[config.mk]
export PLATFORM = sky130hd
export DESIGN_NAME = skcg_queue
export DESIGN_NICKNAME = d
export VERILOG_FILES = /design/src/rtl/skcg_queue.sv
export SDC_FILE = /design/constraint.sdc
export NUM_CORES = 1
export LEC_CHECK = 0
export BUFFER_PORTS_ARGS = -buffer_cell sky130_fd_sc_hd__buf_2
export CAP_MARGIN = 20
export CORE_UTILIZATION = 26
export DETAILED_ROUTE_END_ITERATION = 12
export GPL_ROUTABILITY_DRIVEN = 0
export PLACE_DENSITY = 0.42
export SYNTH_ARGS = -nofsm -noshare
export SYNTH_HDL_FRONTEND = slang
export SYNTH_SLANG_ARGS = --single-unit
export TNS_END_PERCENT = 10
[constraint.sdc]
create_clock -name clk -period 2.4 [get_ports clk]
set_input_delay 0.36 -clock clk [delete_from_list [all_inputs] [get_ports clk]]
set_output_delay 0.36 -clock clk [all_outputs]
set_load 0.02 [all_outputs]
[src/rtl/skcg_queue.sv]
module skcg_queue #(
	parameter int W = 24
) (
	input  logic         clk,
	input  logic         arst_n,
	input  logic         push,
	input  logic [W-1:0] wdata,
	input  logic         pop,
	output logic [W-1:0] rdata,
	output logic         full,
	output logic         empty
);

	logic [W-1:0] mem_q [2];
	logic         wr_q;
	logic         rd_q;
	logic [1:0]   cnt_q;
	logic         do_push;
	logic         do_pop;

	assign full = (cnt_q == 2'd2);
	assign empty = (cnt_q == 2'd0);
	assign do_push = push && !full;
	assign do_pop = pop && !empty;
	assign rdata = mem_q[rd_q];

	always_ff @(posedge clk) begin
		if (do_push)
			mem_q[wr_q] <= wdata;
	end

	always_ff @(posedge clk or negedge arst_n) begin
		if (!arst_n) begin
			wr_q <= 1'b0;
			rd_q <= 1'b0;
			cnt_q <= 2'd0;
		end else begin
			if (do_push)
				wr_q <= !wr_q;
			if (do_pop)
				rd_q <= !rd_q;
			if (do_push && !do_pop)
				cnt_q <= cnt_q + 2'd1;
			else if (do_pop && !do_push)
				cnt_q <= cnt_q - 2'd1;
		end
	end

endmodule

---- Word-level counts from Yosys, hierarchy flattened ----
Memory sizes are Yosys's and may differ from the RTL's.
Cells that the tools add are included.
storage, ports and cells
  logic and storage cells ................. 23
  register bits ........................... 4
  output and inout bits ................... 26
  memories ................................ 1
  memory bits (writable) .................. 48
  bits of input ports ..................... 28
operators by class
  mux-type cells .......................... 4
  equality and inequality tests ........... 1
  add/sub/neg operators ................... 2
  reduce and logical (&&, ||, !) cells .... 12
memories
  name   words  width  read ports  clocked after memory_dff  wr ports  line  RTL
  mem_q  2      24     1           0                         1         14    logic [W-1:0] mem_q [2];
operators by type and width
  kind                                                                 number
  1-bit logical NOT                                                    6
  1-bit logical AND                                                    4
  2-bit two-way mux                                                    2
  2-bit by 1-bit adder with 2-bit output (second input constant)       1
  2-bit equality test (second input constant)                          1
  2-bit logical NOT                                                    1
  1-bit two-way mux                                                    2
  2-bit nonzero test                                                   1
  2-bit by 1-bit subtractor with 2-bit output (second input constant)  1

---- Longest topological paths before layout ----
Gate-level depths: netlist of run 1.
  depth in word-level cells ............... 7
  gate-level depth with buffers ........... 7
  mapped depth without buffers ............ 7

---- Worst setup path after synthesis of run 1 ----
OpenSTA, ideal clock, no wires.
  path kind ............................... register to register
  from .................................... register cnt_q[0]
  to ...................................... memory mem_q[0][0] (enable)
  data arrival time ....................... 1673 ps
  buffers on the path ..................... 0
  setup time .............................. 405 ps
  setup slack ............................. 322 ps
  cell stages (with the launch flop) ...... 4
  period minus slack after synthesis ...... 2078 ps
  required time ........................... 1995 ps
  cell sequence ........................... dfrtp_1 nand2b_1 nand2_1 nor2_1
on the way
  word-level cells in the longest chain between the ends .. 5
RTL lines
  item                                     line  RTL
  start: declaration                       17    logic [1:0] cnt_q;
  start signal: assignment                 43    cnt_q <= cnt_q + 2'd1;
  start signal: assignment                 45    cnt_q <= cnt_q - 2'd1;
  2-bit equality test                      21    assign full = (cnt_q == 2'd2);
  1-bit logical NOT                        23    assign do_push = push && !full;
  1-bit logical AND                        23
  1-bit two-way mux                        28    if (do_push)
  1-bit two-way mux (not written as such)  29    mem_q[wr_q] <= wdata;
  end: declaration                         14
Every way passes these cells.

---- Final worst setup path of run 1 ----
  from .................................... register rd_q
  to ...................................... output port rdata[18]
on the way
  word-level cells in the longest chain between the ends .. 1
RTL lines
  item                      line  RTL
  start: declaration        16    logic rd_q;
  start signal: assignment  41    rd_q <= !rd_q;
  memory 2 x 24 bit         -
  end: declaration          9     output logic [W-1:0] rdata,
Every way passes these cells.

==> results of run 1 <==
-- area by class of cell --
type,count,area share [%]
flip-flops and latches,52,61.0
multi-input cells,37,17.1
repair buffers,59,12.4
well taps,99,4.90
clock buffers,6,2.87
clock inverters,2,1.39
inverters,2,0.297
-- cells in the mapped netlist --
| master | instances |
|---|---|
| and3_1 | 1 |
| buf_12 | 2 |
| buf_6 | 1 |
| dfrtp_1 | 4 |
| edfxtp_1 | 48 |
| ha_1 | 1 |
| inv_1 | 2 |
| mux2_2 | 5 |
| mux2_4 | 19 |
| nand2_1 | 1 |
| nand2b_1 | 1 |
| nor2_1 | 3 |
| o21ai_1 | 1 |
| xnor2_1 | 3 |
| xor2_1 | 2 |
-- cells in the final DEF, fill, tap and decap left out, drive strengths merged --
| cell | synthesis | final |
|---|---|---|
| and3 | 1 | 1 |
| buf | 3 | 58 |
| bufinv | 0 | 1 |
| clkbuf | 0 | 6 |
| clkinv | 0 | 1 |
| dfrtp | 4 | 4 |
| dlygate4sd3 | 0 | 1 |
| edfxtp | 48 | 48 |
| ha | 1 | 1 |
| inv | 2 | 2 |
| mux2 | 24 | 24 |
| nand2 | 1 | 1 |
| nand2b | 1 | 1 |
| nor2 | 3 | 3 |
| o21ai | 1 | 1 |
| xnor2 | 3 | 3 |
| xor2 | 2 | 2 |
-- cell families after synthesis --
group	synth area share, %
AO/OA/AOI/OAI	0.246
AND/OR/NAND/NOR	1.36
multiplexers	16.8
flip-flops	75.9
adder cells (fa/ha/maj)	0.616
XOR/XNOR	2.16
buffers and inverters	2.90
-- metal layers --
layer  wire, um  share of wire (%)  vias up  track usage (%)
met4         44                1.3        0             3.23
met3        266                7.8        8             3.70
met1       1520                 44      501             10.3
met5          0                  0        -                0
met2       1600                 47       48             13.9
li1           -                  -      477                -
-- power by group --
group / leakage, uW / switching (uW) / internal [uW]
Clock: 0.0000552 / 261 / 309
Sequential: 0.000493 / 72.9 / 1250
Combinational: 0.000471 / 667 / 530
Total: 0.00102 / 1000 / 2090
-- metrics by stage --
step	utilization (%)	hold WS [ns]	instances	setup slack (ns)	power [uW]
3_5_place_dp	32.5	0.173	248	0.698	2560
2_1_floorplan	-	0.0644	94	0.322	2270
6_report	34.1	0.252	257	0.574	3090
5_1_grt	34.1	0.226	257	0.492	3260
3_3_place_gp	32.5	0.170	248	0.758	2540
4_1_cts	34.1	0.238	257	0.548	3140
-- worst reg2reg max path: stages, from the launching register on --
cell and delay (ns):
dfrtp_1 0.43, nand2b_1 0.16, nand2_1 0.11, nor2_2 0.39, buf_4 0.28
-- flip-flops by register name, indices dropped and copies added (netlist names) --
signal,cells
cnt_q,2
mem_q,48
rd_q,1
wr_q,1
-- final timing paths --
path / from / end / slack, ns / cells past startpoint
setup / recovery: rd_q / rdata[18] / 0.57 / 3
hold / removal: wdata[12] / mem_q[1][12] / 0.25 / 1
setup reg to reg: cnt_q[0] / mem_q[0][7] / 0.74 / 4
hold reg to reg: wr_q / wr_q / 0.52 / 1
max in group asynchronous: arst_n / rd_q / 1.89 / 2
min in group asynchronous: arst_n / cnt_q[0] / 0.39 / 2
==> flow_summary.yaml, run 1 <==
drt:
  antenna_left: 0
  drt-total-wl_um: 3430
  dr.first_iter.drc_count: 28
  avgViaCountPerCell: 4.02
  drt_first_pass_iters: 4
  avgRoutedWirePerCell_um: 13.3
  drcViolationCount: 0
  vias: 1034
cts:
  cts_resized: 0
  clk_pin_slew_ns: 0.08
  cts_tree: "built"
  clk-insertion-delay-late_ns: 0.29
  htreeDepth: 2
  cts-root-buf: "clkbuf_8"
  numCtsBuffers: 5
  cts_sinks: 52
  holdBufCountCts: 1
  post-cts-setup-buffers: 0
  ctsLongestPathBuffers: 2
timing:
  worst_pin_slew_ns: 0.467
  relSlewSlack_pct: 68.8
  timing.final.crit_share_pct: 76.1
  tns_ns: 0
  finalSetupViolations: 0
  slew_viol_final: 0
  finalCriticalPeriod_ns: 1.83
  hold_viol: 0
  fin_skew_ns: 0.00214
  rsz0062_at_grt: "false"
  fmax_mhz: 548
yosys:
  syn-cell-area_um2: 2030
  synth-seq-cells: 52
  synth_area_leader_cell: "edfxtp_1"
  yosys_warnings: 0
  ys_types: 15
  ys_seq_area_share_pct: 75.9
  avgSynthCellArea_um2: 21.6
  synth_top_area_share_pct: 71.0
  netlist_instances: 94
  synthTopCellsByArea: "edfxtp_1 (71%), mux2_4 (14%), dfrtp_1 (4.9%)"
  syn_nets: 123
global_routing:
  grt_pass1_vias: 1091
  grt_overflow_total: 0
  antenna_found_initial: 0
  grt_max_degree: 25
  track_usage_pct: 8.68
  grt_pass1_wl_um: 5330
finish:
  multiInputGateArea_um2: 433
  syn_to_final_growth_pct: 24.4
  layout-drive-gt1-share_pct: 57.0
  seq_area_um2: 1540
  fin_nets: 186
  insertedDiodeCount: 0
  fin_area_um2: 2530
  nFillCells: 727
critical_path:
  worstSetupPathType: "reg -> out"
  cp.arrival_ns: 1.47
  max_stage_delay_ns: 0.39
  crit_slowest_cell: "mux2_2"
  path_max_fanout: 15
  cp-start-kind: "flop"
  crit_buf_inv: 2
  cp.required_ns: 2.04
  critical-path-top-delay-family: "buffers and inverters"
  path_cells: "buf_4, mux2_2, buf_2"
  endpoint_kind: "output pin"
floorplanning:
  initial_utilization_pct: 27.4
  dieArea_um2: 8170
  num_io_pins: 54
  core_um2: 7410
  fp.dieH_um: 90.4
  die_w_um: 90.4
  rows: 31
placement:
  place_area_um2: 2410
  portBuffers: 53
  dp_hpwl_um: 2450
power:
  power.leakage_uw: 0.00102
  power_density_nw_per_um2: 1220
  ir_drop_v: 0.000587
worst_hold_path:
  hp-class: "in -> reg"
run:
  drv_cap: 0
outcome:
  status: "complete, no violations"
Note: power is estimated with default switching activity, not from simulation.
==> run 2, diff against run 1 <==
Settings changed: PLACE_DENSITY 0.42 to 0.44.
Clock period 2.4 ns to 1.5 ns, I/O delays scaled along.
==> run 2 against run 1 <==
Net effect:
- sequential share of layout area down 4.4 points
- clock power up 89%
- highest routed layer unchanged
- flip-flop and latch count unchanged
- largest power group is now combinational logic
- worst setup slack worse by 0.70 ns
- die area unchanged
- first-iteration DRC count up 54%
- cell count up 0.78%
- the run now ends with setup timing left
- sequential power up 63%
- via count down 2.1%
- non-clock buffer count up 3
==> flow_summary.yaml, run 2 (synthesis results as in run 1) <==
floorplanning:
  fp.dieH_um: 90.4
  core_um2: 7410
  num_io_pins: 54
  initial_utilization_pct: 27.4
  dieArea_um2: 8170
  die_w_um: 90.4
  rows: 31
critical_path:
  max_stage_delay_ns: 0.46
  worstReg2RegStart: "cnt_q[1]"
  cp.required_ns: 1.27
  reg2reg_depth: 5
  worst-r2r-setup-slack_ns: 0.08
  crit_slowest_cell: "dfrtp_2"
  cp.arrival_ns: 1.40
  path_cells: "clkbuf_16, mux2_4, buf_2"
  r2r-end: "cnt_q[1]"
  critical-path-top-delay-family: "flip-flops"
  endpoint_kind: "output pin"
  cp-start-kind: "flop"
  path_max_fanout: 9
  worstSetupPathType: "reg -> out"
  crit_buf_inv: 2
cts:
  htreeDepth: 2
  cts_sinks: 52
  ctsLongestPathBuffers: 2
  cts_tree: "built"
  clk-insertion-delay-late_ns: 0.29
  cts-root-buf: "clkbuf_8"
  clk_pin_slew_ns: 0.09
  numCtsBuffers: 5
timing:
  timing.final.crit_share_pct: 108
  relSlewSlack_pct: 82.6
  finalWorstSetupSlack_ns: -0.124
  rsz0062_at_grt: "true"
  fmax_mhz: 616
  hold_viol: 0
  finalCriticalPeriod_ns: 1.62
  fin_skew_ns: 0.00667
  finalSetupViolations: 24
  slew_viol_final: 0
  worst_pin_slew_ns: 0.259
drt:
  vias: 1012
  antenna_left: 0
  avgViaCountPerCell: 3.91
  drcViolationCount: 0
  drt-total-wl_um: 3480
  dr.first_iter.drc_count: 43
  drt_first_pass_iters: 4
  avgRoutedWirePerCell_um: 13.4
finish:
  mostFrequentLayoutCell: "edfxtp_1"
  layout_common_cells: "edfxtp_1 (48), buf_2 (40), mux2_4 (19), buf_6 (14)"
  syn_to_final_growth_pct: 34.3
  insertedDiodeCount: 0
  top_register: "mem_q"
  largest_register_ffs: 48
  layout-drive-gt1-share_pct: 60.6
  fin_nets: 189
  reg_top3: "mem_q x48, cnt_q x2"
global_routing:
  track_usage_pct: 8.62
  grt_overflow_total: 0
  grt_pass1_wl_um: 5350
  met1_usage_pct: 10.9
  grt.busiest_layer: "met2"
  grt_max_degree: 20
  grt_util_met2_pct: 13.4
  grt_pass1_vias: 1088
  antenna_found_initial: 0
  grt.met3_usage_pct: 3.03
placement:
  portBuffers: 53
  dp_hpwl_um: 2340
  pre_cts_slack_ns: 0.0200
worst_hold_path:
  whs_path_depth: 1
  hp-class: "in -> reg"
  whs_endpoint: "mem_q[0][17]"
  hp-start: "wdata[17]"
outcome:
  failed_checks: "setup timing"
  status: "complete, but fails checks"
power:
  p_total_uw: 5570
  power_density_nw_per_um2: 2040
  power.leakage_uw: 0.00109
  ir_drop_v: 0.00104
run:
  drv_cap: 0
-- run 2: cell types whose count changed in the layout (fill, tap and decap cells not counted), sizes merged --
cell    change
buf         +2
bufinv      +1
clkinv      -1
-- run 2: metal layers --
layer	wire [um]	share of wire, %	up-vias
met2	1620	47	38
met1	1650	47	486
li1	-	-	486
met3	195	5.6	2
met4	17	0.49	0
met5	0	0	-
-- run 2: where the power goes --
group	total [uW]	switching, uW	internal (uW)
Sequential	2150	157	2000
Clock	1080	422	656
Combinational	2340	1120	1220
Total	5570	1700	3870
-- run 2: repair_timing --
| item | 4_1_cts | 5_1_grt |
|---|---|---|
| pin swaps | 0 | 0 |
| endpoints found under the hold margin | 4 | 0 |
| hold buffers | 1 | 0 |
| gates cloned | 0 | 1 |
| resized for setup | 10 | 21 |
| endpoints found under the setup margin | 24 | 44 |
| buffers inserted | 0 | 0 |
-- run 2: final cells by class --
class | count | area, um^2
Clock inverter | 2 | 60.1
Inverter | 2 | 7.51
Timing Repair Buffer | 62 | 475
Tap cell | 99 | 124
Multi-Input combinational cell | 37 | 448
Fill cell | 700 | 4680
Clock buffer | 5 | 68.8
Sequential cell | 52 | 1540
-- run 2: worst max path at each step --
stage | slack (ns) | start | to | depth (start not counted)
2_1_floorplan | -0.09 | cnt_q[0] | mem_q[1][0] | 2
3_3_place_gp | 0.13 | cnt_q[0] | cnt_q[1] | 7
3_5_place_dp | 0.02 | cnt_q[0] | cnt_q[1] | 6
4_1_cts | -0.13 | rd_q | rdata[10] | 3
5_1_grt | -0.18 | rd_q | rdata[1] | 3
6_report | -0.12 | rd_q | rdata[1] | 3
-- run 2: through the flow --
stage,instance area (um^2),TNS (ns),utilization [%],std cells,hold slack [ns]
floorplan,2040,-2.27,-,94,-0.0706
global placement,2470,0,33.3,250,0.0341
detailed placement,2470,0,33.3,250,0.0369
CTS,2640,-2.74,35.6,258,0.0962
global route,2730,-3.93,36.8,259,0.0911
finish,2730,-2.47,36.8,259,0.115
