**src/rtl/skcg_front.sv**
```systemverilog
module skcg_front #(
	parameter int LEVEL_BITS = 24,
	parameter int COEF_BITS = 16
) (
	input  logic                  clk,
	input  logic                  arst_n,
	input  logic                  push,
	output logic                  full,
	input  logic [LEVEL_BITS-1:0] input_level,
	input  logic [15:0]           attack_coef,
	input  logic [15:0]           release_coef,
	input  logic [23:0]           release_level,
	input  logic                  q_full,
	output logic                  q_push,
	output logic [LEVEL_BITS-1:0] q_data
);

	localparam int PW = 16 + LEVEL_BITS + 1;
	localparam logic [31:0] CMAX = (32'd1 << COEF_BITS) - 32'd1;
	localparam logic [PW-1:0] HALF = PW'(1) << (COEF_BITS - 1);

	logic [LEVEL_BITS-1:0] env_q;
	logic                  valid_s1;
	logic                  up_s1;
	logic [LEVEL_BITS-1:0] d_s1;
	logic [15:0]           coef_s1;

	logic                  accept;
	logic                  use_rel;
	logic [15:0]           coef;
	logic [15:0]           coef_sat;
	logic                  up;
	logic [LEVEL_BITS-1:0] d;
	logic [PW-1:0]         sum;
	logic [LEVEL_BITS-1:0] step;
	logic [LEVEL_BITS-1:0] env_new;

	assign full = valid_s1 || q_full;
	assign accept = push && !full;

	always_comb begin
		use_rel = (32'(env_q) > 32'(release_level)) && (input_level <= env_q);
		coef = use_rel ? release_coef : attack_coef;
		coef_sat = (coef > CMAX[15:0]) ? CMAX[15:0] : coef;
		up = (input_level >= env_q);
		d = up ? (input_level - env_q) : (env_q - input_level);
	end

	// registered stage: scale the difference and move the envelope
	always_comb begin
		sum = PW'(coef_s1) * PW'(d_s1) + HALF;
		step = LEVEL_BITS'(sum >> COEF_BITS);
		env_new = up_s1 ? (env_q + step) : (env_q - step);
	end

	assign q_push = valid_s1;
	assign q_data = env_new;

	always_ff @(posedge clk) begin
		if (accept) begin
			up_s1 <= up;
			d_s1 <= d;
			coef_s1 <= coef_sat;
		end
	end

	always_ff @(posedge clk or negedge arst_n) begin
		if (!arst_n) begin
			valid_s1 <= 1'b0;
			env_q <= '0;
		end else begin
			valid_s1 <= accept;
			if (valid_s1)
				env_q <= env_new;
		end
	end

endmodule

```
**config.mk**
```make
export PLATFORM = sky130hd
export DESIGN_NAME = skcg_front
export DESIGN_NICKNAME = d
export VERILOG_FILES = /design/src/rtl/skcg_front.sv
export SDC_FILE = /design/constraint.sdc
export NUM_CORES = 1
export LEC_CHECK = 0
export BUFFER_PORTS_ARGS = -buffer_cell sky130_fd_sc_hd__buf_2
export CAP_MARGIN = 20
export CORE_MARGIN = 5
export CORE_UTILIZATION = 58
export CTS_BUF_LIST = sky130_fd_sc_hd__clkbuf_2
export DETAILED_ROUTE_END_ITERATION = 8
export PLACE_DENSITY = 0.76
export SYNTH_ARGS = -nofsm -noshare
export SYNTH_HDL_FRONTEND = slang
export SYNTH_SLANG_ARGS = --single-unit
```
**constraint.sdc**
```tcl
create_clock -name clk -period 21 [get_ports clk]
set_clock_uncertainty 0.05 [all_clocks]
set_input_delay 4.2 -clock clk [delete_from_list [all_inputs] [get_ports clk]]
set_output_delay 4.2 -clock clk [all_outputs]
set_load 0.03 [all_outputs]
```
After elaboration in Yosys (flattened, before gate mapping)
Cells that the tools add are included.
{"block": "word_totals", "inputBits": 84, "out_inout_bits": 26, "wordCells": 22, "ff_bits": 66}
{"block": "classes", "reduce_logical": 4, "order_cmp": 4, "muxes": 3, "multipliers": 1, "n_addsub": 5}
{"cell": "$sub A24 B24 Y24", "count": 3}
{"cell": "$mux W24", "count": 2}
{"cell": "$add A40 B16 Y40 const B", "count": 1}
{"cell": "$mul A16 B24 Y40", "count": 1}
{"cell": "$add A24 B24 Y24", "count": 1}
{"cell": "$ge A24 B24 Y1", "count": 1}
{"cell": "$gt A24 B24 Y1", "count": 1}
{"cell": "$le A24 B24 Y1", "count": 1}
{"cell": "$gt A16 B16 Y1 const B", "count": 1}
{"cell": "$mux W16", "count": 1}
{"cell": "$logic_and A1 B1 Y1", "count": 2}
{"cell": "$logic_not A1 Y1", "count": 1}
{"cell": "$logic_or A1 B1 Y1", "count": 1}

Longest topological paths before layout
Gate-level depths: netlist of run 1.
{"block": "depth", "depth_word": 4, "ltp_mapped": 39, "depth_no_buf": 37}

Least setup slack after synthesis of run 1
No wires, ideal clock.
{"block": "synth_path", "kind": "register to output", "from": "reg d_s1[8]", "to": "out q_data[23]", "n_path_buf": 1, "path_slack_ps": 8092, "required_time_ps": 16750, "path_stages_with_launch": 36, "t_arrival_ps": 8658, "cell_sequence": "edfxtp_1 > clkbuf_1 > and2_1 > fa_1 > inv_1 > fa_1 > fa_1 > inv_1 > fa_1 > fa_1 > inv_1 > fa_1 > inv_1 > ha_1 > o21ai_0 > o21ai_1 > o211ai_1 > o31ai_2 > nor2_1 > xor2_1 > and3b_1 > nor4b_4 > and3_1 > nor2_1 > xnor2_1 > ha_1 > a21oi_1 > o21ai_0 > a31oi_1 > nand2_1 > nor4_1 > o31ai_1 > o41ai_1 > o21ai_0 > xnor2_1 > xnor2_1"}
{"block": "synth_between", "elab_chain_len": 4, "elab_cells_between_ends": 5, "classes_between": "3 x add/sub; 1 x mul; 1 x mux"}
{"item": "from (decl)", "line_no": "25", "source": "logic [LEVEL_BITS-1:0] d_s1;"}
{"item": "from (signal assigned)", "line_no": "62", "source": "d_s1 <= d;"}
{"item": "$mul A16 B24 Y40 *", "line_no": "51", "source": "sum = PW'(coef_s1) * PW'(d_s1) + HALF;"}
{"item": "$add A40 B16 Y40 *", "line_no": "51"}
{"item": "$sub A24 B24 Y24 or $add A24 B24 Y24 (tied branches)", "line_no": "53", "source": "env_new = up_s1 ? (env_q + step) : (env_q - step);"}
{"item": "$mux W24 *", "line_no": "53"}
{"item": "to (decl)", "line_no": "15", "source": "output logic [LEVEL_BITS-1:0] q_data"}
Every way passes the cells marked *; elsewhere a longest branch is shown, timed or not.

Final worst setup path of run 1
{"block": "layout_path", "from": "reg coef_s1[1]", "to": "out q_data[23]"}
{"block": "layout_between", "elab_chain_len": 4, "elab_cells_between_ends": 5, "classes_between": "3 x add/sub; 1 x mul; 1 x mux"}
{"item": "from (decl)", "line_no": "26", "source": "logic [15:0] coef_s1;"}
{"item": "from (signal assigned)", "line_no": "63", "source": "coef_s1 <= coef_sat;"}
{"item": "$mul A16 B24 Y40 *", "line_no": "51"}
{"item": "$add A40 B16 Y40 *", "line_no": "51"}
{"item": "$sub A24 B24 Y24 or $add A24 B24 Y24 (tied branches)", "line_no": "53"}
{"item": "$mux W24 *", "line_no": "53"}
Marked as above.

==> results.md, run 1 <==
* Run status: finished clean
* Top Family by Delay on Critical Path: adder cells
* DR WL/cell at around 18 um
* Final wirelength at 48440 um
* Layout Nets at slightly below 3k
* CP required at 16.75 ns
* Final worst slack at 6.096 ns
* Achievable frequency at ~0.067 GHz
* Synthesized net count at 2840
* CTS tree: yes
* Die Y-Extent at between 150 and 200 um
* Postcts setup bufs at 0
* Total CTS buffers at 9
* Ports at 110
* Register Area at 0.001857 mm2
* CP endpoint kind: output port
* CP most frequent cell: fa_1
* Horiz. Die Dim at 192.1 um
* Yosys reg bits at 66
* Dpl ws at 6.867 ns
* Buffers on Ports at 109
* Vias in the first global route at 16.37k
* Row count at 66
* Xor/xnor share of the synthesized area at 0.04100
* P&R area growth vs syn at 5.083%
* Initial Util at 0.5894
* Worst EP arrival at 10.65 ns
* Initial antenna violation count at 2
* Die area at 0.03689 mm2
* Fin crit period at between 10 and 15 ns
* Synth Area per Inst at 8.644 um2
* Hold Crit Class: flop to flop
* Post-synthesis cell type count at approximately 80
* Min Hold Slack at roughly 0.59 ns
* DR pass1 iterations at 5
* Adder-cell share of the synthesized area at 0.4665
* Post-detail-place hpwl at 38960 um
* Number of buffers and inverters on the critical path at 6
* Number of synthesized flops with an enable pin at 41
* CTS sink cnt at 66
* Relative slew margins at 0.2884
* Synthesized area at 0.01922 mm2
* Share of cells above drive strength 1 at 0.07967
* Core Footprint at ~0.033 mm2
* First-pass GRT wire length at 81230 um
* Setup tns final at 0 ns
* Final Cycle Share at 0.7097
* CTS max path bufs at 2
* Register area share after synthesis at 0.09658
* Max H-tree Level at 3
* Cells after synthesis at 2224
* Post-layout instance area at 0.02020 mm2
* R2R setup slack at between 10 and 15 ns
* Largest net degree at the start of global routing at 48
* Asr flop ratio synth at 0.3788
* CTS clock-pin slew for the worst setup and hold paths at 0.23 ns
* Slew @ Worst Pin at about 1.1 ns
* Antenna Nets Post-Route at 0
* Clk_lat worst skew at 0.59 ns
* Max cap viols at 0
* DRC viols at 0
* Routability-driven placement congestion ratio at 0.9877
* Fillers at 2821
* RSZ-0062 raised after global routing: no
* Slowest stage cell on the critical path: edfxtp_1
* Final Hold Viols at 0
* Largest family of logic cells by synthesized area: adder cells
* Clock root cell: clkbuf_2
* GR Overflow Total at 0
* Yosys warning count at 0
* Vias after detailed routing at 15.36k
* Placed instance area at 0.02004 mm2
* Post-synthesis simple-gate area fraction at 0.1632
* Compound-cell area share of the yosys netlist at 0.1032
* Startpoint Class: flop
* Commonest register cell after synthesis: edfxtp_1
* Initial detailed-routing violation count at 1022
* Critical path fanouts, max at 24
* CP max stage delay at 1.02 ns
* Total Routing Usage GR at 0.2747
* Final setup vio count at 0
* Routed vias/inst at between 5 and 6
* Area occupied by multi-input gates at 0.01527 mm2
* Mux cell area share after synthesis at 0.01979
* PostCTS Resize Cnt at 0
* Max Slew Vio Count at 0
* CTS Hold Bufs at 0
* Setup Crit Path Kind: flop to output port
-- cells by family (layout without fill, tap and decap cells) --
kind of cell	after synthesis	count (layout)
xor+xnor	90	90
other cells	0	1
simple gates	637	637
fa+ha+maj	532	532
buf+inv	557	605
flops	66	66
compound gates	307	307
mux	35	35
-- tightest hold or removal path, cell delays in order, from the launching register on --
cell,delay [ns]
dfrtp_1,0.43
or2_2,0.16
nor2_4,0.05
-- metal layers --
layer | GRT usage | wire length, um | vias to the layer above
met5 | 0 | 0 | -
met4 | 0.1026 | 1806 | 0
met3 | 0.03290 | 3462 | 112
met2 | 0.4698 | 23330 | 608
met1 | 0.3603 | 19840 | 7594
li1 | - | - | 7047
-- state kept, by name, indices dropped and copies added (netlist names) --
name     count
coef_s1     16
d_s1        24
env_q       24
q_push       1
up_s1        1
-- cell usage in the layout (no fill, tap or decap), types with 4 or more instances in the layout --
master	n
inv_1	473
fa_1	308
nand2_1	305
ha_1	224
and2_1	161
buf_2	109
a21oi_1	92
o21ai_0	67
xnor2_1	61
nor2_1	50
edfxtp_1	41
a21o_1	35
xor2_1	29
nand3_1	25
dfrtp_1	25
a31oi_1	21
mux2_2	19
nor2b_1	14
mux2i_1	14
o21a_1	13
nor3_1	13
nand4_1	12
nand2b_1	11
and3_1	11
o21bai_1	10
clkbuf_2	10
o211ai_1	7
buf_4	6
a221oi_1	5
a21oi_2	4
o21ai_1	4
o2111ai_1	4
a211oi_1	4
or3_1	4
o22ai_1	4
nor4_1	4
or2_2	4
-- layout make-up --
class / count / share of cell area
multi-input cells: 1601 / 0.7558
flip-flops and latches: 66 / 0.09191
inverters: 473 / 0.08789
repair buffers: 116 / 0.02998
well taps: 442 / 0.02738
clock inverters: 6 / 0.004459
clock buffers: 10 / 0.002477
diodes: 1 / 0.0001239
-- path summary, 6_finish.rpt --
kind	cells past startpoint	endpoint	start
worst max-delay path	35	q_data[23]	coef_s1[1]
worst min-delay path	2	q_push	q_push
worst max register to register	35	env_q[23]	coef_s1[1]
worst min register to register	2	q_push	q_push
max in group asynchronous	1	env_q[18]	arst_n
min in group asynchronous	1	env_q[6]	arst_n
-- synthesized netlist by cell type, types with 4 or more instances --
cell type,number,share of area
inv_1,473,0.092
fa_1,308,0.32
nand2_1,305,0.060
ha_1,224,0.15
and2_1,161,0.052
a21oi_1,92,0.024
clkbuf_1,73,0.014
o21ai_0,67,0.017
xnor2_1,61,0.028
nor2_1,52,0.010
edfxtp_1,41,0.064
a21o_1,35,0.014
xor2_1,29,0.013
dfrtp_1,25,0.033
nand3_1,25,0.0065
a31oi_1,21,0.0068
mux2_2,19,0.011
mux2i_1,14,0.0073
nor2b_1,14,0.0046
nor3_1,13,0.0034
o21a_1,13,0.0051
nand4_1,12,0.0039
and3_1,11,0.0036
nand2b_1,11,0.0036
o21bai_1,10,0.0039
buf_2,8,0.0021
o211ai_1,7,0.0027
a221oi_1,5,0.0023
a211oi_1,4,0.0016
a21oi_2,4,0.0018
nor4_1,4,0.0013
o2111ai_1,4,0.0018
o21ai_1,4,0.0010
o22ai_1,4,0.0013
or2_2,4,0.0013
or3_1,4,0.0013
-- through the flow --
| stage | std cells | utilization |
|---|---|---|
| 2_1_floorplan | 2224 | - |
| 3_3_place_gp | 2697 | 0.6145 |
| 3_5_place_dp | 2697 | 0.6145 |
| 4_1_cts | 2713 | 0.6188 |
| 5_1_grt | 2715 | 0.6193 |
| 6_report | 2715 | 0.6193 |
Power of run 1 is not shown: default switching activity piles up to over one toggle a cycle in this logic, so the estimate is an artifact.
==> run 2, diff against run 1 <==
--- a/config.mk
+++ b/config.mk
@@ -11,7 +11,7 @@
 export CORE_UTILIZATION = 58
 export CTS_BUF_LIST = sky130_fd_sc_hd__clkbuf_2
 export DETAILED_ROUTE_END_ITERATION = 8
-export PLACE_DENSITY = 0.76
+export PLACE_DENSITY = 0.79
 export SYNTH_ARGS = -nofsm -noshare
 export SYNTH_HDL_FRONTEND = slang
 export SYNTH_SLANG_ARGS = --single-unit
==> constraint.sdc (replaced) <==
create_clock -name clk -period 12.3 [get_ports clk]
set_clock_uncertainty 0.05 [all_clocks]
set_input_delay 2.46 -clock clk [delete_from_list [all_inputs] [get_ports clk]]
set_output_delay 2.46 -clock clk [all_outputs]
set_load 0.03 [all_outputs]
==> run 2 against run 1 <==
Cell area up 7.6%. Register-to-register slack worse by 7.7 ns. Global-route usage up 1.5 points. Flip-flop and latch count unchanged. Highest routed layer unchanged.
==> results.md, run 2 (synthesis gave the netlist of run 1 again) <==
* Run status: finished clean (unchanged)
* Ports at 110 (unchanged)
* DRC viols at 0 (unchanged)
* Die area at 0.03689 mm2 (unchanged)
* Antenna Nets Post-Route at 0 (unchanged)
* CTS sink cnt at 66 (unchanged)
* Max H-tree Level at 3 (unchanged)
* Hold Crit Class: flop to flop (unchanged)
* Final core area utilization at 0.6664 (was 0.6193)
* DR pass1 iterations at 8 (was 5)
* Achievable frequency at 0.08277 GHz
* Horiz. Die Dim at 192.1 um (unchanged)
* Fin crit period at 12.08 ns
* Clock root cell: clkbuf_2 (unchanged)
* CTS clock-pin slew for the worst setup and hold paths at 0.27 ns (was 0.23 ns)
* Placed instance area at 0.02028 mm2 (was 0.02004 mm2)
* R2R setup slack at 3.10 ns (was 10.80 ns)
* Min Hold Slack at 0.6152 ns (was 0.5888 ns)
* Slew @ Worst Pin at 0.7907 ns (was 1.067 ns)
* Largest net degree at the start of global routing at 49 (was 48)
* Relative slew margins at 0.4729 (was 0.2884)
* Max Slew Vio Count at 0 (unchanged)
* Final wirelength at 53940 um (was 48440 um)
* Post-layout instance area at 0.02174 mm2 (was 0.02020 mm2)
* Largest registers: d_s1 x24, env_q x24, coef_s1 x16 (unchanged)
* Slowest stage cell on the critical path: edfxtp_1 (unchanged)
* Total Routing Usage GR at 0.2899 (was 0.2747)
* Layout Nets at 2998 (was 2883)
* Commonest cells after routing, fill and taps aside: 470 x inv_1, 304 x fa_1, 299 x nand2_1 (was 473 x inv_1, 308 x fa_1, 305 x nand2_1)
* Hold Path Origin: env_q[8] (was q_push)
* Total CTS buffers at 9 (unchanged)
* Hold Path Stages at 2 (unchanged)
* Core Footprint at 0.03262 mm2 (unchanged)
* Worst EP arrival at 9.57 ns (was 10.65 ns)
* CP endpoint kind: output port (unchanged)
* Reg2reg end: env_q[23] (unchanged)
* Critical path fanouts, max at 5 (was 24)
* Routed vias/inst at 5.773 (was 5.658)
* P&R area growth vs syn at 13.07% (was 5.083%)
* CTS max path bufs at 2 (unchanged)
* Buffers on Ports at 109 (unchanged)
* Setup Crit Path Kind: flop to output port (unchanged)
* RSZ-0062 raised after global routing: yes (was no)
* Vias after detailed routing at 16.34k (was 15.36k)
* Area occupied by multi-input gates at 0.01569 mm2 (was 0.01527 mm2)
* Fillers at 2538 (was 2821)
* First-pass GRT wire length at 84840 um (was 81230 um)
* Reg2reg path depth at 33 (was 35)
* Routability-driven placement congestion ratio at 0.9977 (was 0.9877)
* Max cap viols at 0 (unchanged)
* Initial antenna violation count at 1 (was 2)
* CTS tree: yes (unchanged)
* Vias in the first global route at 16.80k (was 16.37k)
* CP required at 9.79 ns (was 16.75 ns)
* GR Overflow Total at 0 (unchanged)
* Die Y-Extent at 192.1 um (unchanged)
* Register Area at 0.001857 mm2 (unchanged)
* Startpoint Class: flop (unchanged)
* Hold Crit Endpoint: env_q[8] (was q_push)
* Post-detail-place hpwl at 41540 um (was 38960 um)
* Initial Util at 0.5894 (unchanged)
* Commonest non-fill, non-tap cell in the layout: inv_1 (unchanged)
* Final setup vio count at 0 (unchanged)
* Share of cells above drive strength 1 at 0.1483 (was 0.07967)
* Row count at 66 (unchanged)
* Final Hold Viols at 0 (unchanged)
* Initial detailed-routing violation count at 1600 (was 1022)
* RR Startpoint: coef_s1[5] (was coef_s1[1])
* DR WL/cell at 19.06 um (was 17.84 um)
* CP max stage delay at 0.60 ns (was 1.02 ns)
* CP most frequent cell: fa_1 (unchanged)
* Clk_lat worst skew at 0.61 ns (was 0.59 ns)
* Final Cycle Share at 0.9822
run 2: changes by cell type in the layout (fill, tap and decap cells not counted), sizes merged:
cell      delta
buf        +113
clkbuf       +1
clkinv       +1
clkinvlp     -1
inv          +1
run 2: repair_timing:
action                                 in CTS  in global routing
endpoints found under the hold margin       0                  0
setup buffers                              52                 32
setup endpoints to repair                   5                  6
hold buffers                                0                  0
resized for setup                           8                 76
pin swaps                                   2                 39
gates cloned                                0                  1
run 2: metal layers:
layer	wire length [um]	track usage	share of wire	vias up
met1	20890	0.3860	0.39	8013
met3	5034	0.04362	0.093	159
met4	2377	0.1097	0.044	0
met2	25640	0.4816	0.48	883
met5	0	0	0	-
li1	-	-	-	7282
run 2: how the worst max path moves through the flow:
stage	slack, ns	cells after the start	start	endpoint
floorplan	1.13	35	d_s1[8]	q_data[23]
global placement	0.31	34	coef_s1[11]	q_data[23]
detailed placement	0.09	34	coef_s1[2]	q_data[23]
CTS	0.04	35	coef_s1[7]	q_data[22]
global route	-0.16	35	coef_s1[5]	q_data[23]
finish	0.22	32	coef_s1[5]	q_data[23]
run 2: stage by stage:
step / TNS (ns) / std cells / worst slack (ns)
3_3_place_gp: 0 / 2728 / 0.3107
5_1_grt: -0.2781 / 2830 / -0.1622
2_1_floorplan: 0 / 2224 / 1.132
4_1_cts: 0 / 2796 / 0.03565
3_5_place_dp: 0 / 2728 / 0.09391
6_report: 0 / 2830 / 0.2186
run 2: layout make-up:
type	count	area share
multi-input cells	1601	0.7215
flip-flops and latches	66	0.08542
inverters	473	0.08167
repair buffers	231	0.07954
well taps	442	0.02544
clock inverters	7	0.004202
clock buffers	9	0.002072
diodes	1	0.0001151
run 2: critical path: cells and delay by family (launching register included):
| family | cells | cell delay [ns] |
|---|---|---|
| adders and majority gates | 9 | 3.93 |
| AOI/OAI and AO/OA | 8 | 1.37 |
| DFF | 1 | 0.60 |
| and+or+nand+nor | 7 | 1.49 |
| buffers and inverters | 4 | 0.53 |
| xor gates and xnor gates | 4 | 1.03 |
Power of run 2 is left out for the same reason.
==> run 3, diff against run 2 <==
--- a/config.mk
+++ b/config.mk
@@ -8,10 +8,9 @@
 export BUFFER_PORTS_ARGS = -buffer_cell sky130_fd_sc_hd__buf_2
 export CAP_MARGIN = 20
 export CORE_MARGIN = 5
-export CORE_UTILIZATION = 58
+export CORE_UTILIZATION = 25
 export CTS_BUF_LIST = sky130_fd_sc_hd__clkbuf_2
 export DETAILED_ROUTE_END_ITERATION = 8
-export PLACE_DENSITY = 0.79
 export SYNTH_ARGS = -nofsm -noshare
 export SYNTH_HDL_FRONTEND = slang
 export SYNTH_SLANG_ARGS = --single-unit
==> constraint.sdc (replaced) <==
create_clock -name clk -period 15.4 [get_ports clk]
set_clock_uncertainty 0.05 [all_clocks]
set_input_delay 3.08 -clock clk [delete_from_list [all_inputs] [get_ports clk]]
set_output_delay 3.08 -clock clk [all_outputs]
set_load 0.03 [all_outputs]
==> run 3 against run 2 <==
Routed wire length decreased by 3.2%. Critical path depth increased by 2. Worst hold slack got worse by 0.021 ns. Critical path type unchanged. Critical endpoint unchanged.
==> results.md, run 3 (synthesis gave the netlist of run 1 again) <==
* CTS clock-pin slew for the worst setup and hold paths at 0.22 ns (was 0.27 ns)
* DR WL/cell at 15.81 um (was 19.06 um)
* Dpl ws at 2.217 ns (was 0.09391 ns)
* Die area at 0.08254 mm2 (was 0.03689 mm2)
* Clock root cell: clkbuf_2 (unchanged)
* Reg2reg end: env_q[23] (unchanged)
* Slowest stage cell on the critical path: edfxtp_1 (unchanged)
* CTS tree: yes (unchanged)
* Ports at 110 (unchanged)
* Postcts setup bufs at 0 (was 52)
* Vias in the first global route at 15.70k (was 16.80k)
* Hold Path Stages at 2 (unchanged)
* Relative slew margins at 0.2481 (was 0.4729)
* P&R area growth vs syn at 8.675% (was 13.07%)
* Reg2reg path depth at 34 (was 33)
* Top Family by Delay on Critical Path: adder cells (unchanged)
* Setup tns final at 0 ns (unchanged)
* Vias after detailed routing at 14.91k (was 16.34k)
* Max H-tree Level at 3 (unchanged)
* Die Y-Extent at 287.3 um (was 192.1 um)
* Row count at 101 (was 66)
* Max cap viols at 0 (unchanged)
* Achievable frequency at 0.07205 GHz
* Largest registers: d_s1 x24, env_q x24, coef_s1 x16 (unchanged)
* Hold Path Origin: env_q[3] (was env_q[8])
* Total CTS buffers at 9 (unchanged)
* Run status: finished clean (unchanged)
* Fin crit period at 13.88 ns
* CP most frequent cell: fa_1 (unchanged)
* CTS max path bufs at 2 (unchanged)
* Post-detail-place hpwl at 41460 um (was 41540 um)
* Final wirelength at 52220 um (was 53940 um)
* Largest net degree at the start of global routing at 49 (unchanged)
* PostCTS Resize Cnt at 0 (was 8)
* Initial detailed-routing violation count at 862 (was 1600)
* Slew @ Worst Pin at 1.128 ns (was 0.7907 ns)
* Hold Crit Endpoint: env_q[3] (was env_q[8])
* Max Slew Vio Count at 0 (unchanged)
* Commonest non-fill, non-tap cell in the layout: inv_1 (unchanged)
* Hold Crit Class: flop to flop (unchanged)
* CTS sink cnt at 66 (unchanged)
* Core Footprint at 0.07608 mm2 (was 0.03262 mm2)
* Fillers at 8292 (was 2538)
* Worst setup path startpoint: coef_s1[1] (was coef_s1[5])
* Worst EP arrival at 10.75 ns (was 9.57 ns)
* Horiz. Die Dim at 287.3 um (was 192.1 um)
* Antenna Nets Post-Route at 0 (unchanged)
* Share of cells above drive strength 1 at 0.07797 (was 0.1483)
* Final Hold Viols at 0 (unchanged)
* Final Cycle Share at 0.9013
* Final setup vio count at 0 (unchanged)
* CP endpoint kind: output port (unchanged)
* Buffers on Ports at 109 (unchanged)
* Final worst slack at 1.520 ns (was 0.2186 ns)
* Routability-driven placement congestion ratio at 0.8603 (was 0.9977)
* GR Overflow Total at 0 (unchanged)
* Critical path fanouts, max at 24 (was 5)
* DRC viols at 0 (unchanged)
* Initial antenna violation count at 3 (was 1)
* First-pass GRT wire length at 85200 um (was 84840 um)
* Layout Nets at 2881 (was 2998)
* CTS Hold Bufs at 0 (unchanged)
* DR pass1 iterations at 7 (was 8)
* Number of buffers and inverters on the critical path at 4 (unchanged)
* Setup Crit Path Kind: flop to output port (unchanged)
* Register Area at 0.001857 mm2 (unchanged)
* RSZ-0062 raised after global routing: no (was yes)
* Routed vias/inst at 4.515 (was 5.773)
* Commonest cells after routing, fill and taps aside: 473 x inv_1, 308 x fa_1, 305 x nand2_1 (was 470 x inv_1, 304 x fa_1, 299 x nand2_1)
* Initial Util at 0.2527 (was 0.5894)
* CP max stage delay at 1.05 ns (was 0.60 ns)
* CP required at 12.27 ns (was 9.79 ns)
* Total Routing Usage GR at 0.1283 (was 0.2899)
* RR Startpoint: coef_s1[1] (was coef_s1[5])
* Area occupied by multi-input gates at 0.01527 mm2 (was 0.01569 mm2)
* R2R setup slack at 5.17 ns (was 3.10 ns)
* Startpoint Class: flop (unchanged)
* Clk_lat worst skew at 0.62 ns (was 0.61 ns)
run 3: how the worst max path moves through the flow:
stage / endpoint / slack (ns) / cells past startpoint
floorplan: q_data[23] / 3.61 / 35
global placement: q_data[23] / 2.29 / 32
detailed placement: q_data[23] / 2.22 / 34
CTS: q_data[23] / 1.42 / 35
global route: q_data[23] / 0.66 / 34
finish: q_data[23] / 1.52 / 34
run 3: layer usage:
layer | routed length [um] | vias to the layer above | track usage
met5 | 0 | - | 0
met4 | 961 | 0 | 0.02653
met3 | 2775 | 59 | 0.01610
met2 | 24840 | 375 | 0.2209
met1 | 23640 | 7431 | 0.1736
li1 | - | 7044 | -
run 3: final cells by class:
class                      count  share of cell area
multi-input combinational   1601              0.7308
sequential                    66             0.08887
inverter                     473             0.08498
tap                         1030             0.06168
timing repair buffer         114             0.02791
clock inverter                 7            0.003354
clock buffer                   9            0.002156
antenna                        2           0.0002396
run 3: stage by stage:
stage	utilization	hold slack (ns)	cell area, um2	cells
after global placement	0.2731	0.5693	20770	3284
final	0.2746	0.5941	20890	3302
after CTS	0.2746	0.5970	20890	3300
after floorplan	-	0.5009	19220	2224
after global routing	0.2746	0.6236	20890	3302
after detailed placement	0.2731	0.5698	20770	3284
run 3: worst reg2reg max path, delay by kind of cell, from the launching register on:
kind | cells | cell delay (ns)
and+or+nand+nor | 8 | 1.80
muxes | 1 | 0.27
xor gates and xnor gates | 4 | 0.84
buffers and inverters | 3 | 0.16
AOI/OAI and AO/OA | 10 | 2.33
DFF | 1 | 1.05
adders and majority gates | 8 | 3.69
Power of run 3 is left out for the same reason.
